`src/hdl/wrpf_pkg.sv`:
```
// Shared types, constants and helper functions for the wildcard rule packet filter.
// Holds the microcode table, the command dispatch map and the pattern match function.
// No dependencies.
package wrpf_pkg;

	// Default sizing, overridable on the top level
	localparam int unsigned MAX_RULES_DEF   = 1024;
	localparam int unsigned ADDR_DIGITS_DEF = 8;

	// Field widths
	localparam int unsigned CMD_W   = 2;
	localparam int unsigned ADDR_W  = 32;
	localparam int unsigned TOTAL_W = 16;
	localparam int unsigned RULE_W  = 2 * ADDR_W + 1;
	localparam int unsigned DIGIT_W = 4;
	localparam int unsigned DIGITS_MAX = ADDR_W / DIGIT_W;
	localparam logic [DIGIT_W-1:0] WILDCARD = '1;
	localparam logic [TOTAL_W-1:0] TOTAL_MAX = '1;

	// Stream widths: input tdata {dst, src, permit}, output tdata result fields
	localparam int unsigned IN_TDATA_W  = 72;
	localparam int unsigned OUT_TDATA_W = 24;

	typedef enum logic [CMD_W-1:0] {
		CMD_LOAD   = 2'd0,
		CMD_FILTER = 2'd1,
		CMD_CLEAR  = 2'd2,
		CMD_NONE   = 2'd3
	} cmd_e;

	// Microprogram steps
	typedef enum logic [2:0] {
		ST_IDLE     = 3'd0,
		ST_DISPATCH = 3'd1,
		ST_LOAD     = 3'd2,
		ST_CLEAR    = 3'd3,
		ST_SCAN     = 3'd4,
		ST_TALLY    = 3'd5,
		ST_EMIT     = 3'd6
	} step_e;

	// Datapath operations
	typedef enum logic [2:0] {
		OP_NONE  = 3'd0,
		OP_FETCH = 3'd1,
		OP_LOAD  = 3'd2,
		OP_CLEAR = 3'd3,
		OP_SCAN  = 3'd4,
		OP_TALLY = 3'd5,
		OP_EMIT  = 3'd6
	} op_e;

	typedef enum logic [1:0] {
		COND_TRUE     = 2'd0,
		COND_IN_VALID = 2'd1,
		COND_SCAN_END = 2'd2,
		COND_OUT_FREE = 2'd3
	} cond_e;

	// Next-step selection: jump to target when the condition holds, else stay, or dispatch on the command
	typedef enum logic {
		NX_COND     = 1'b0,
		NX_DISPATCH = 1'b1
	} nx_e;

	typedef struct packed {
		logic  in_rdy;
		op_e   op;
		cond_e cond;
		nx_e   nx;
		step_e target;
	} uword_t;

	// Control from sequencer to datapath
	typedef struct packed {
		op_e  op;
		logic go;
	} ctrl_t;

	// Status from datapath and ports to sequencer
	typedef struct packed {
		cmd_e cmd;
		logic in_valid;
		logic scan_end;
		logic out_free;
	} stat_t;

	// One result beat
	typedef struct packed {
		logic               table_full;
		logic [TOTAL_W-1:0] pass_total;
		logic               matched_any;
		logic               passed;
	} res_t;

	// Microcode ROM: one control word per step
	function automatic uword_t ucode_rom(input step_e step);
		uword_t w;
		w = '{in_rdy: 1'b0, op: OP_NONE, cond: COND_TRUE, nx: NX_COND, target: ST_IDLE};
		unique case (step)
			ST_IDLE: begin
				w = '{in_rdy: 1'b1, op: OP_FETCH, cond: COND_IN_VALID, nx: NX_COND,
					target: ST_DISPATCH};
			end
			ST_DISPATCH: begin
				w = '{in_rdy: 1'b0, op: OP_NONE, cond: COND_TRUE, nx: NX_DISPATCH,
					target: ST_IDLE};
			end
			ST_LOAD: begin
				w = '{in_rdy: 1'b0, op: OP_LOAD, cond: COND_TRUE, nx: NX_COND,
					target: ST_EMIT};
			end
			ST_CLEAR: begin
				w = '{in_rdy: 1'b0, op: OP_CLEAR, cond: COND_TRUE, nx: NX_COND,
					target: ST_EMIT};
			end
			ST_SCAN: begin
				w = '{in_rdy: 1'b0, op: OP_SCAN, cond: COND_SCAN_END, nx: NX_COND,
					target: ST_TALLY};
			end
			ST_TALLY: begin
				w = '{in_rdy: 1'b0, op: OP_TALLY, cond: COND_TRUE, nx: NX_COND,
					target: ST_EMIT};
			end
			ST_EMIT: begin
				w = '{in_rdy: 1'b0, op: OP_EMIT, cond: COND_OUT_FREE, nx: NX_COND,
					target: ST_IDLE};
			end
			default: begin
				w = '{in_rdy: 1'b0, op: OP_NONE, cond: COND_TRUE, nx: NX_COND,
					target: ST_IDLE};
			end
		endcase
		return w;
	endfunction

	// Dispatch map: command to first step of its routine
	function automatic step_e dispatch_map(input cmd_e cmd);
		step_e s;
		s = ST_IDLE;
		unique case (cmd)
			CMD_LOAD:   s = ST_LOAD;
			CMD_FILTER: s = ST_SCAN;
			CMD_CLEAR:  s = ST_CLEAR;
			CMD_NONE:   s = ST_IDLE;
		endcase
		return s;
	endfunction

	// Digit-wise wildcard match over the low 'digits' nibbles
	function automatic logic pattern_hits(input logic [ADDR_W-1:0] pat,
			input logic [ADDR_W-1:0] addr, input int unsigned digits);
		logic hit;
		logic [DIGIT_W-1:0] p;
		logic [DIGIT_W-1:0] a;
		hit = 1'b1;
		for (int unsigned d = 0; d < DIGITS_MAX; d++) begin
			p = pat[d*DIGIT_W +: DIGIT_W];
			a = addr[d*DIGIT_W +: DIGIT_W];
			if (d < digits && p != WILDCARD && p != a) begin
				hit = 1'b0;
			end
		end
		return hit;
	endfunction

endpackage

```
`src/hdl/wrpf_useq.sv`:
```
// Microcode sequencer: step counter, control ROM lookup and conditional jumps.
// Uses wrpf_pkg for the ROM, dispatch map and control/status types.
module wrpf_useq
	import wrpf_pkg::*;
(
	input  logic  clk,
	input  logic  arst_n,
	input  stat_t stat,
	output ctrl_t ctl,
	output logic  in_rdy
);

	step_e  step_q;
	step_e  step_d;
	uword_t uw;
	logic   cond_ok;

	// Fetch the control word and evaluate its condition
	always_comb begin
		uw = ucode_rom(step_q);
		unique case (uw.cond)
			COND_TRUE:     cond_ok = 1'b1;
			COND_IN_VALID: cond_ok = stat.in_valid;
			COND_SCAN_END: cond_ok = stat.scan_end;
			COND_OUT_FREE: cond_ok = stat.out_free;
		endcase
		if (uw.nx == NX_DISPATCH) begin
			step_d = dispatch_map(stat.cmd);
		end else if (cond_ok) begin
			step_d = uw.target;
		end else begin
			step_d = step_q;
		end
		ctl.op = uw.op;
		ctl.go = cond_ok;
		in_rdy = uw.in_rdy;
	end

	// Advance the step counter
	always_ff @(posedge clk or negedge arst_n) begin
		if (!arst_n) begin
			step_q <= ST_IDLE;
		end else begin
			step_q <= step_d;
		end
	end

endmodule

```
`config.mk`:
```
export PLATFORM = sky130hd
export DESIGN_NAME = wrpf_useq
export DESIGN_NICKNAME = d
export VERILOG_FILES = /design/src/hdl/wrpf_pkg.sv /design/src/hdl/wrpf_useq.sv
export SDC_FILE = /design/constraint.sdc
export NUM_CORES = 1
export LEC_CHECK = 0
export BUFFER_PORTS_ARGS = -buffer_cell sky130_fd_sc_hd__buf_2
export CORE_AREA = 4 4 41 43
export DETAILED_ROUTE_END_ITERATION = 12
export DIE_AREA = 0 0 45 47
export PLACE_DENSITY = 0.34
export SLEW_MARGIN = 20
export SYNTH_ARGS = -nofsm -noshare
export SYNTH_HDL_FRONTEND = slang
export SYNTH_SLANG_ARGS = --single-unit
```
`constraint.sdc`:
```
create_clock -name clk -period 1.6 [get_ports clk]
set_input_delay 0.16 -clock clk [delete_from_list [all_inputs] [get_ports clk]]
set_output_delay 0.16 -clock clk [all_outputs]
set_load 0.01 [all_outputs]
```
==> flow_summary.json, run 1 <==
{
  "status": "completed",
  "p_leak_nw": 0.148,
  "dieWidth_um": 45,
  "grt_setup_unrepaired": "no",
  "timing.final.crit_share_pct": 89.5,
  "final_hold_viol_count": 0,
  "synth_seq_cells": 3,
  "finalWirelength_um": 533,
  "crit_type": "reg2out",
  "grt_pass1_vias": 205,
  "die_y_um": 47,
  "placement.io_buffers": 11,
  "fmax_mhz": 698,
  "cts_sinks": 3,
  "drt_iter0_drc": 0,
  "pwr_density_cell_nw_per_um2": 2050,
  "post_cts_resize_count": 0,
  "hold_path.startpoint": "stat[4]",
  "place.gp.congestion": 0.713,
  "skew_ps": 1.31,
  "min_to": "step_q[0]",
  "clkLatencyLatePin_ps": 230,
  "critPathCaptureType": "output port",
  "hpwl_um": 406,
  "largest_reg_flops": 3,
  "vias": 224,
  "r2r_setup_slack_ps": 310,
  "drcViolationCount": 0,
  "cap_violations": 0,
  "required_ps": 1440,
  "worstPathCellList": "nor4bb_1 > a21oi_1 > buf_2",
  "layout_common_cells": "buf_2 (11), o21ai_0 (3), clkbuf_4 (3), dfrtp_1 (3)",
  "reg.largest.list": "step_q x3",
  "syn_area_per_cell_um2": 8.30,
  "layout-drive-gt1-share_pct": 35.9,
  "r2r_end": "step_q[0]",
  "io_pins": 12,
  "clk_pin_slew_ps": 40,
  "tns_ps": 0,
  "rr_worst_depth": 2,
  "crit_fanout": 11,
  "cts_buffer_depth": 2,
  "whs_path_depth": 3,
  "cts_htree_levels": 1,
  "dieArea_um2": 2120,
  "cp.arrival_ps": 1270,
  "final_common_cell": "buf_2",
  "largest_register": "step_q",
  "yosys_warnings": 0,
  "syn_nets": 34,
  "hold_path_class": "in2reg",
  "grt_pass1_wl_um": 772,
  "slew_viol_final": 0,
  "synth_area_um2": 224,
  "period_needed_ps": 1430,
  "clockRootBuffer": "clkbuf_4",
  "grt_max_degree": 13,
  "ys_seq_area_share_pct": 33.5,
  "cp_slowest_cell": "dfrtp_1",
  "total_power_mw": 0.639,
  "worst_pin_slew_ps": 327,
  "synth_cell_types": 18,
  "vias_per_cell": 4.15,
  "initial_utilization_pct": 17.2,
  "cts_tree": "yes",
  "start_kind": "register",
  "grt_usage_pct": 5.46,
  "max_stage_delay_ps": 510,
  "drt.antenna.violating_nets": 0,
  "antenna_found_initial": 0,
  "nNetsFinal": 47,
  "coreArea_um2": 1300,
  "synth_cells": 27,
  "slew_headroom_pct": 78.2,
  "drtPass1Iterations": 1,
  "setup_viol": 0,
  "r2r_start": "step_q[1]",
  "diodes": 0,
  "cts_buffers": 3,
  "rows": 13,
  "peakVddDrop_mv": 0.744,
  "wl_per_cell_um": 9.87,
  "overflow": 0,
  "syn2layout_area_growth_pct": 39.1
}
-- cells by family (layout without fill, tap and decap cells) --
group,count (synthesis),in the layout,synth area share [%]
AOI/OAI and AO/OA,10,10,26.8
and+or+nand+nor,6,6,17.9
muxes,1,1,4.47
buffers and inverters,6,18,13.4
DFF,3,3,33.5
xor gates and xnor gates,1,1,3.91
-- cell type report --
| cell class | instances | area, µm² |
|---|---|---|
| Inverter | 2 | 7.51 |
| Timing Repair Buffer | 12 | 65.1 |
| Tap cell | 15 | 18.8 |
| Clock buffer | 4 | 26.3 |
| Sequential cell | 3 | 75.1 |
| Fill cell | 159 | 990 |
| Multi-Input combinational cell | 18 | 119 |
-- worst max-delay path by stage --
stage | start | endpoint | slack (ps) | cells past startpoint
final | step_q[2] | ctl[0] | 170 | 3
after global routing | step_q[2] | ctl[0] | 80 | 3
after CTS | step_q[2] | ctl[0] | 150 | 3
after detailed placement | step_q[1] | step_q[0] | 300 | 2
after global placement | step_q[1] | step_q[0] | 370 | 2
after floorplan | step_q[2] | ctl[0] | 490 | 4
-- metrics by stage --
stage	std cells	setup WS, ps	util, %	instance area [µm²]	hold slack [ps]
after floorplan	27	494	-	224	-136
after global placement	49	365	21.2	275	-38.0
after detailed placement	49	299	21.2	275	-43.5
after CTS	54	148	23.9	312	217
after global routing	54	83.8	23.9	312	231
final	54	168	23.9	312	219
-- synthesized netlist by cell type (all sizes together) --
cell    count  area share (%)
o32ai       1             3.9
or4b        1             4.5
xor2        1             3.9
buf         4              10
nor4bb      1             4.5
inv         2             3.4
nor2        1             1.7
o21ai       5              11
a21boi      2             6.7
dfrtp       3              34
a21oi       1             2.2
a31oi       1             2.8
nor3        1             2.2
mux2i       1             4.5
nand2       1             1.7
nand3b      1             3.4
-- layer usage --
| metal | share of wire (%) | vias to the layer above | global-route usage, % |
|---|---|---|---|
| met2 | 50 | 7 | 7.91 |
| met5 | 0 | - | 0 |
| li1 | - | 121 | - |
| met4 | 0 | 0 | 7.02 |
| met3 | 9.0 | 0 | 2.68 |
| met1 | 41 | 96 | 5.03 |
-- worst max-delay path, delay by kind of cell (launching register included) --
family / cells / cell delay [ps]
flops: 1 / 510
simple gates: 1 / 330
buf+inv: 1 / 150
compound gates: 1 / 60
-- repair_timing --
action,in CTS,in global routing
buffers inserted,0,0
endpoints found under the setup margin,0,0
endpoints found under the hold margin,3,0
hold buffers,1,0
-- power breakdown --
part / switching (mW) / leakage [nW] / internal, mW
registers: 0.104 / 0.0370 / 0.114
logic: 0.138 / 0.0961 / 0.153
clock network: 0.0358 / 0.0150 / 0.0932
total: 0.278 / 0.148 / 0.361
No activity file was read; power rests on OpenSTA's default activity.
==> run 2, diff against run 1 <==
PLACE_DENSITY = 0.4   (was 0.34)
==> run 2 against run 1 <==
Compared with the run above:
- fmax down 2.1%
- cell count unchanged
- hold slack worse by 23 ps
- combinational power up 2%
- global-route usage up 1.4 points
- sequential power up 2%
- sequential share of layout area unchanged
- critical path depth unchanged
- clock power up 4%
- wire length up 15%
- via count up 8.5%
- first-iteration DRC count unchanged
- largest cell class unchanged
- largest power group unchanged
- highest routed layer unchanged
==> flow_summary.json, run 2 (synthesis results as in run 1) <==
{
  "start_kind": "register",
  "finalWirelength_um": 611,
  "initial_utilization_pct": 17.2,
  "fillCellCount": 146,
  "fmax_mhz": 684,
  "drt_iter0_drc": 0,
  "critPathCaptureType": "output port",
  "clk_pin_slew_ps": 40,
  "largest_register": "step_q",
  "slew_headroom_pct": 77.1,
  "final_common_cell": "buf_2",
  "period_needed_ps": 1460,
  "grt_pass1_vias": 263,
  "multi_input_area_um2": 119,
  "grt_pass1_wl_mm": 1.03,
  "placed_area_um2": 275,
  "placement.io_buffers": 11,
  "p_leak_nw": 0.148,
  "clockRootBuffer": "clkbuf_4",
  "grt_max_degree": 13,
  "pwr_density_cell_nw_per_um2": 2100,
  "peakVddDrop_mv": 0.622,
  "setup_viol": 0,
  "coreArea_um2": 1300,
  "total_power_mw": 0.656,
  "place.gp.congestion": 0.703,
  "setup_ws_ps": 138,
  "grt_usage_pct": 6.88,
  "vias": 243,
  "wl_per_cell_um": 11.3,
  "cts_buffer_depth": 2,
  "cts-hold-fix-buffers": 1,
  "vias_per_cell": 4.50,
  "dieWidth_um": 45,
  "drtPass1Iterations": 1,
  "slew_viol_final": 0,
  "hold_path_class": "in2reg",
  "hpwl_um": 459,
  "post_cts_resize_count": 0,
  "tns_ps": 0,
  "dp.cells": 49,
  "reg.largest.list": "step_q x3",
  "antenna_found_initial": 0,
  "worst_pin_slew_ps": 344,
  "drcViolationCount": 0,
  "final_area_um2": 312,
  "status": "completed",
  "pre_cts_slack_ps": 312,
  "die_y_um": 47,
  "timing.final.crit_share_pct": 91.4,
  "diodes": 0,
  "regArea_um2": 75.1,
  "final_hold_viol_count": 0,
  "cts_sinks": 3,
  "r2r_setup_slack_ps": 320,
  "io_pins": 12,
  "crit_type": "reg2out",
  "crit_fanout": 11,
  "skew_ps": 5.43,
  "final_util_pct": 23.9,
  "cts_htree_levels": 1,
  "drt.antenna.violating_nets": 0,
  "grt_setup_unrepaired": "no",
  "cts_buffers": 3,
  "layout_common_cells": "buf_2 (11), o21ai_0 (3), clkbuf_4 (3), dfrtp_1 (3)",
  "holdWs_ps": 197,
  "syn2layout_area_growth_pct": 39.1,
  "clkLatencyLatePin_ps": 230,
  "cp.arrival_ps": 1300,
  "cap_violations": 0,
  "dieArea_um2": 2120,
  "rows": 13,
  "finalNonFillerCells": 54,
  "cts_tree": "yes",
  "required_ps": 1440,
  "largest_reg_flops": 3,
  "post-cts-setup-buffers": 0,
  "nNetsFinal": 47,
  "layout-drive-gt1-share_pct": 35.9,
  "overflow": 0
}
-- run 2: cell counts in the layout (fill, tap and decap cells not counted) --
Identical to the previous run, type by type.
-- run 2: final cells by class --
cell class	count	share of cell area, %
Clock buffer	4	8.43
Sequential cell	3	24.1
Tap cell	15	6.02
Timing Repair Buffer	12	20.9
Multi-Input combinational cell	18	38.2
Inverter	2	2.41
-- run 2: worst paths after layout --
path	from	endpoint	cells after the start
setup / recovery	step_q[2]	ctl[0]	3
hold / removal	stat[4]	step_q[0]	3
setup reg to reg	step_q[1]	step_q[0]	2
hold reg to reg	step_q[1]	step_q[1]	1
max in group asynchronous	arst_n	step_q[0]	2
min in group asynchronous	arst_n	step_q[1]	2
-- run 2: metal layers --
layer / part of all wire (%) / track usage [%]
met2: 48 / 11.3
met3: 9.8 / 1.92
met1: 42 / 7.53
met5: 0 / 0
met4: 0 / 5.26
-- run 2: worst max-delay path: stages (launching register included) --
cell	delay, ps
dfrtp_1	530
nor4bb_1	330
a21oi_1	60
buf_2	150
-- run 2: power breakdown --
group | leakage (nW) | switching (mW) | total [mW] | internal [mW]
sequential | 0.0370 | 0.110 | 0.223 | 0.114
clock | 0.0150 | 0.0405 | 0.134 | 0.0936
combinational | 0.0961 | 0.145 | 0.298 | 0.154
==> run 3, diff against run 2 <==
--- a/config.mk
+++ b/config.mk
@@ -10,4 +10,5 @@
 export DETAILED_ROUTE_END_ITERATION = 12
 export DIE_AREA = 0 0 45 47
+export HOLD_SLACK_MARGIN = 0.03
 export PLACE_DENSITY = 0.4
 export SLEW_MARGIN = 20
==> constraint.sdc (replaced) <==
create_clock -name clk -period 1.6 [get_ports clk]
set_input_delay 0.16 -clock clk [delete_from_list [all_inputs] [get_ports clk]]
set_output_delay 0.16 -clock clk [all_outputs]
set_load 0.05 [all_outputs]
==> run 3 against run 2 <==
Compared with the run above:
- sequential share of layout area fell by 0.081 points
- die area did not move
- core utilization rose by 0.48 points
- count of clock-buffer cells in the layout did not move
- flip-flop and latch count did not move
- cell area rose by 2.0%
- critical path type unchanged
- critical endpoint is now ctl[1]
- highest routed layer is now met4
==> flow_summary.json, run 3 (synthesis results as in run 1) <==
{
  "finalNonFillerCells": 54,
  "crit_fanout": 12,
  "cts_htree_levels": 1,
  "overflow": 0,
  "finalWirelength_um": 544,
  "timing.final.crit_share_pct": 93.5,
  "drcViolationCount": 0,
  "critPathCaptureType": "output port",
  "status": "completed",
  "crit_family": "flip-flops",
  "grt_usage_pct": 6.18,
  "grt_pass1_wl_um": 855,
  "start_kind": "register",
  "largest_register": "step_q",
  "syn2layout_area_growth_pct": 41.9,
  "r2r_start": "step_q[1]",
  "cts_tree": "yes",
  "cp.arrival_ps": 1340,
  "worstPathCellList": "xor2_1 > o21ai_1 > buf_2",
  "tns_ps": 0,
  "max_stage_delay_ps": 500,
  "hold_path_class": "in2reg",
  "slew_headroom_pct": 76.2,
  "worst_pin_slew_ps": 357,
  "cts_buffer_depth": 2,
  "drtPass1Iterations": 1,
  "reg.largest.list": "step_q x3",
  "vias_per_cell": 4.44,
  "skew_ps": 3.71,
  "cp_slowest_cell": "dfrtp_1",
  "layout-drive-gt1-share_pct": 41.0,
  "required_ps": 1440,
  "r2r_setup_slack_ps": 320,
  "coreArea_um2": 1300,
  "diodes": 0,
  "hpwl_um": 425,
  "setup_viol": 0,
  "drt_iter0_drc": 0,
  "cp_num_buf_inv": 1,
  "nNetsFinal": 47,
  "grt_max_degree": 13,
  "io_pins": 12,
  "dieWidth_um": 45,
  "fmax_mhz": 668,
  "cap_violations": 0,
  "whs_path_depth": 3,
  "post-cts-setup-buffers": 0,
  "rr_worst_depth": 2,
  "clockRootBuffer": "clkbuf_4",
  "placement.io_buffers": 11,
  "slew_viol_final": 0,
  "largest_reg_flops": 3,
  "hold_path.startpoint": "stat[4]",
  "r2r_end": "step_q[0]",
  "vias": 240,
  "grt_pass1_vias": 224,
  "fillCellCount": 162,
  "final_hold_viol_count": 0,
  "wl_per_cell_um": 10.1,
  "period_needed_ps": 1500,
  "final_util_pct": 24.4,
  "rows": 13,
  "initial_utilization_pct": 17.2,
  "cts_buffers": 3,
  "dp.cells": 49,
  "clkLatencyLatePin_ps": 230,
  "dieArea_um2": 2120,
  "layout_common_cells": "buf_2 (11), o21ai_0 (3), clkbuf_4 (3)",
  "place.gp.congestion": 0.729,
  "grt_setup_unrepaired": "no",
  "min_to": "step_q[0]",
  "die_y_um": 47,
  "crit_type": "reg2out",
  "cts_sinks": 3,
  "final_common_cell": "buf_2",
  "antenna_found_initial": 0,
  "clk_pin_slew_ps": 40,
  "drt.antenna.violating_nets": 0
}
run 3: cell counts in the layout (fill, tap and decap cells not counted):
Identical to the previous run, type by type.
run 3: what timing repair did:
action                                  in CTS  in global routing
hold buffers                                 1                  0
gates resized for setup                      0                  1
endpoints found under the setup margin       0                  1
hold endpoints to repair                     3                  0
run 3: worst min-delay path, cell delays in order:
cell and delay (ps):
buf_2 80, inv_1 40, o32ai_1 100
run 3: cell type report:
class                           instances  area, µm²  share of cell area (%)
Clock buffer                            4       26.3                    8.27
Inverter                                2       7.51                    2.36
Multi-Input combinational cell         18        124                    39.0
Sequential cell                         3       76.3                    24.0
Tap cell                               15       18.8                    5.91
Timing Repair Buffer                   12       65.1                    20.5
run 3: through the flow:
stage               instance area [µm²]  worst slack (ps)  hold slack, ps
floorplan                           229              38.0            -136
global placement                    280               324           -40.9
detailed placement                  280               314           -41.8
CTS                                 317              66.1             195
global route                        318              16.7             211
finish                              318               104             196
run 3: layer usage:
| layer | track usage [%] | routed length (µm) | vias up |
|---|---|---|---|
| met5 | 0 | 0 | - |
| met4 | 8.77 | 8 | 0 |
| met3 | 2.30 | 44 | 2 |
| met2 | 9.04 | 278 | 8 |
| met1 | 5.72 | 213 | 108 |
| li1 | - | - | 122 |
run 3: how the worst max path moves through the flow:
| stage | start | to | slack [ps] | cells past startpoint |
|---|---|---|---|---|
| detailed placement | step_q[1] | step_q[0] | 310 | 2 |
| CTS | step_q[2] | ctl[0] | 70 | 3 |
| finish | step_q[0] | ctl[1] | 100 | 3 |
| global placement | step_q[1] | step_q[0] | 320 | 2 |
| global route | step_q[0] | ctl[0] | 20 | 3 |
| floorplan | step_q[0] | ctl[1] | 40 | 3 |
Power of run 3 is left out: the tool's default activity adds up to more than one toggle a clock period on the data nets, which glitch-free logic cannot reach.
